--- config.mk ---
export PLATFORM = sky130hd
export DESIGN_NAME = xtr_matmul
export DESIGN_NICKNAME = d
export VERILOG_FILES = /design/src/rtl/xtr_pkg.sv /design/src/rtl/xtr_matmul.sv
export SDC_FILE = /design/constraint.sdc
export NUM_CORES = 2
export LEC_CHECK = 0
export ABC_AREA = 1
export BUFFER_PORTS_ARGS = -buffer_cell sky130_fd_sc_hd__buf_2
export CORE_ASPECT_RATIO = 1.4
export CORE_MARGIN = 1.5
export CORE_UTILIZATION = 66
export CTS_CLUSTER_SIZE = 16
export DETAILED_ROUTE_END_ITERATION = 12
export GPL_TIMING_DRIVEN = 0
export HOLD_SLACK_MARGIN = 0.06
export PLACE_DENSITY_LB_ADDON = 0.05
export SETUP_SLACK_MARGIN = 0.4
export SLEW_MARGIN = 25
export SYNTH_ARGS = -nofsm -noshare
export SYNTH_HDL_FRONTEND = slang
export SYNTH_SLANG_ARGS = --single-unit
--- constraint.sdc ---
create_clock -name clk_i -period 9.8 [get_ports clk_i]
set_clock_uncertainty 0.1 [all_clocks]
set_input_delay 0 -clock clk_i [delete_from_list [all_inputs] [get_ports clk_i]]
set_output_delay 0 -clock clk_i [all_outputs]
set_load 0.005 [all_outputs]
--- src/rtl/xtr_pkg.sv ---
// Shared widths, types and conversion coefficients of the XYZ to RGB block.
`default_nettype none

package xtr_pkg;

  localparam int IN_W   = 16;
  localparam int OUT_W  = 16;
  localparam int COEF_W = 19;
  localparam int PROD_W = IN_W + COEF_W;
  localparam int CH_W   = PROD_W + 2;
  // Shifted channels are non-negative and stay below 2^34.
  localparam int SH_W   = 35;

  localparam int OUT_FRAC_BITS_DEF = 15;

  typedef logic signed [IN_W-1:0]   tri_t;
  typedef logic signed [COEF_W-1:0] coef_t;
  typedef logic signed [PROD_W-1:0] prod_t;
  typedef logic signed [CH_W-1:0]   ch_t;
  typedef logic        [SH_W-1:0]   sh_t;
  typedef logic        [OUT_W-1:0]  pix_t;

  // XYZ to RGB matrix for equal-energy white,
  // signed with 16 fraction bits, rows in R, G, B order.
  localparam coef_t CONV_COEF [3][3] = '{
    '{ 19'sd149936, -19'sd54616, -19'sd29784 },
    '{ -19'sd33532,  19'sd93242,   19'sd5826 },
    '{    19'sd375,  -19'sd1042,  19'sd66204 }
  };

endpackage

`default_nettype wire

--- src/rtl/xtr_matmul.sv ---
// Two-stage 3x3 matrix multiply: nine products, then the three row sums.
`default_nettype none

module xtr_matmul (
  input  logic          clk_i,
  input  logic          rst_ni,
  input  logic          valid_i,
  output logic          ready_o,
  input  xtr_pkg::tri_t xyz_i [3],
  output logic          valid_o,
  input  logic          ready_i,
  output xtr_pkg::ch_t  ch_o [3]
);

  logic          prod_v_q;
  logic          sum_v_q;
  logic          prod_rdy;
  logic          sum_rdy;
  xtr_pkg::prod_t prod_q [3][3];
  xtr_pkg::ch_t   sum_q [3];

  assign sum_rdy  = !sum_v_q || ready_i;
  assign prod_rdy = !prod_v_q || sum_rdy;
  assign ready_o  = prod_rdy;

  always_ff @(posedge clk_i or negedge rst_ni) begin
    if (!rst_ni) begin
      prod_v_q <= 1'b0;
      sum_v_q  <= 1'b0;
    end else begin
      if (prod_rdy) begin
        prod_v_q <= valid_i;
      end
      if (sum_rdy) begin
        sum_v_q <= prod_v_q;
      end
    end
  end

  always_ff @(posedge clk_i) begin
    if (prod_rdy) begin
      for (int i = 0; i < 3; i++) begin
        for (int j = 0; j < 3; j++) begin
          prod_q[i][j] <= xtr_pkg::PROD_W'(xyz_i[j]) *
                          xtr_pkg::PROD_W'(xtr_pkg::CONV_COEF[i][j]);
        end
      end
    end
    if (sum_rdy) begin
      for (int i = 0; i < 3; i++) begin
        sum_q[i] <= xtr_pkg::CH_W'(prod_q[i][0]) + xtr_pkg::CH_W'(prod_q[i][1]) +
                    xtr_pkg::CH_W'(prod_q[i][2]);
      end
    end
  end

  assign valid_o = sum_v_q;
  assign ch_o    = sum_q;

endmodule

`default_nettype wire

==> metrics.txt <==
Reg2Reg Capture Point=ch_o[106]$_DFFE_PP_; layout cells sized above 1=3.900%; library cells used by synthesis=41; Syn Inst Count=6952; startpoint types=input port; cell area after layout=63740 um^2; RR Startpoint=prod_q[1][1]$_DFFE_PP_; pins over their slew limit=0; CTS tree=done; crit-path cells=buf_2 > buf_2 > inv_1 > fa_1 > inv_1 > ha_1 > fa_1 > fa_1 > fa_1 > inv_1 > fa_1 > inv_1 > ha_1 > nand2_1 > inv_1 > nand2_1 > nor3_1 > nand3_1 > nand4_1 > nand2_1; initial core utilization=66.64%; post-CTS sizing=0; largest net degree at the start of global routing=60; DR iter-0 viols=3272; critical path class=in -> reg; row cnt=130; f_max=176.6 MHz; Final min period=5.661 ns; unrepaired setup endpoints after global routing=no; Mean Syn Cell Area=8.607 um^2; commonest cells after routing, fill and taps aside=inv_1, nand2_1, ha_1; TritonCTS Buffers=37; Arr. time, crit path=5.90 ns; DIE WIDTH=257.5 um; drt pass-1 iters=6; register area share after synthesis=18.30%; most common cell after layout, fill and taps aside=inv_1; global route overflow=0; cell at the root of the clock tree=clkbuf_16; status=completed; Avg Vias per Cell=5.634; dpl cell area=62330 um^2; clk_lat worst skew=0.59 ns; CP Max Fanout=30; HP Class=in -> reg; hold_buf cts=21; max-cap violations=0; Die H=359.3 um; IO Port Bufs=160; Post-CTS Repair Setup Buffers=0; Worst Max-Slew Pin Slew=1.225 ns; GR Util All Layers=38.98%; EDFF count, synth=363; clk sinks=365; clock tree buffer depth=3; Layout area overhead=6.524%; number of global-route vias before repair=49855; post-synthesis register bit count=365; antenna-violating nets left=0; routability-driven placement congestion ratio=1.035; slew margin rel.=17.73%; number of fillers in the final layout=7166; max incr delay on CP=0.66 ns; endpoints failing hold=0; DRC violations left=0; CTS H-tree depth=2; number of antenna violations at the first check in global routing=13; slowest stage cell, crit path=buf_2; Post-synth ARST share=0.5479%; R2R Setup Slk=6.32 ns; Worst Setup SP=xyz_i[31]; final setup violation count=0; Crit. End Element=flip-flop; total die area=92500 um^2; first-pass GRT wire length=271.0 mm; core box area=89790 um^2; HPWL Detailed=152.8 mm; synthesized area=59830 um^2; I/O pins=165; Tcrit/Tclk final=57.77%; reg2reg path depth=13; Vias=47305; Syn. warnings=0; Final nets=8982; Top FF cell, synth=edfxtp_1; DR WL/cell=21.05 um; Reg clk slew, reported paths=0.06 ns; worst endpoint required time=10.04 ns; final wirelength=176.8 mm; crit path to=prod_q[1][61]$_DFFE_PP_
==> cells in the mapped netlist (2+ instances only) <==
master    number  area [um^2]
nand2_1     1329         4989
nor3_1        74        370.4
nor2_1       369         1385
nor2_2         5        31.28
nand3b_1      12        90.09
o211ai_1       3        22.52
nand3_1      256         1281
fa_1         765        15310
o21ai_2        3        26.28
buf_2          7        35.03
xnor2_1       62        543.0
nor4_1         6        37.54
o21ai_0      195        975.9
nand3_2        5        50.05
inv_1       1766         6629
xor2_1       166         1454
nand4_1       81        506.7
o21bai_1      26        195.2
edfxtp_1     363        10900
dfrtp_1        2        50.05
o31ai_1        4        30.03
a21oi_2        4        35.03
a21boi_0       6        45.04
o21ai_1        4        20.02
and2_1         5        31.28
buf_4          6        45.04
nand2_2       17        106.4
ha_1         983        12300
nor3_2         6        60.06
a21o_1        24        180.2
o21a_1        32        240.2
a21oi_1      357         1787
==> worst min-delay path by stage <==
stage                   from                      to  slack (ns)  cells past startpoint
CTS                 xyz_i[6]  prod_q[1][6]$_DFFE_PP_        0.13                      3
floorplan             rst_ni    prod_v_q$_DFFE_PN0P_       -0.40                      0
global placement      rst_ni     valid_o$_DFFE_PN0P_       -0.32                      1
global route        xyz_i[6]  prod_q[1][6]$_DFFE_PP_        0.18                      3
detailed placement    rst_ni    prod_v_q$_DFFE_PN0P_       -0.31                      1
finish              xyz_i[6]  prod_q[1][6]$_DFFE_PP_        0.16                      3
==> cell type report <==
type	instances	area [um^2]	area share (%)
Inverter	1767	6633	10.41
Clock buffer	43	969.7	1.521
Sequential cell	365	10950	17.18
Tap cell	1188	1486	2.332
Clock inverter	20	217.7	0.3416
Multi-Input combinational cell	4809	42200	66.21
Buffer	14	83.83	0.1315
Antenna cell	3	7.507	0.01178
Timing Repair Buffer	188	1191	1.869
==> layer usage <==
| metal | track usage, % | vias to the layer above | wire length (um) |
|---|---|---|---|
| met4 | 31.51 | 6 | 17070 |
| met1 | 41.67 | 22655 | 61230 |
| met2 | 68.70 | 1783 | 88530 |
| met5 | 0 | - | 45 |
| met3 | 5.041 | 641 | 9911 |
| li1 | - | 22220 | - |
==> registers in the layout, summed over array words and instances, names as in the netlist <==
signal    flops
ch_o        105
prod_q      258
prod_v_q      1
valid_o       1
==> kinds of logic after synthesis <==
logic type | synth area share (%)
buf+inv | 11.23
flops | 18.30
compound gates | 5.976
other cells | 0.006267
simple gates | 15.00
fa+ha+maj | 46.15
xor+xnor | 3.337
==> worst max-delay path: cells and delay by family <==
family,cells,cell delay (ns)
fa+ha+maj,7,3.29
buf+inv,7,1.70
simple gates,6,0.85
==> per-stage QoR <==
| step | hold slack [ns] | setup TNS [ns] | setup WS [ns] | util [%] | cells |
|---|---|---|---|---|---|
| 3_5_place_dp | -0.3122 | 0 | 3.621 | 69.42 | 8310 |
| 6_report | 0.1629 | 0 | 4.139 | 70.99 | 8397 |
| 2_1_floorplan | -0.3956 | 0 | 0.9471 | - | 6955 |
| 3_3_place_gp | -0.3163 | -597.86 | -2.388 | 69.20 | 8303 |
| 5_1_grt | 0.1791 | 0 | 3.901 | 70.98 | 8394 |
| 4_1_cts | 0.1298 | 0 | 4.243 | 70.98 | 8394 |
Power is not shown: default switching activity piles up to over one toggle a cycle in this logic, so the estimate is an artifact.
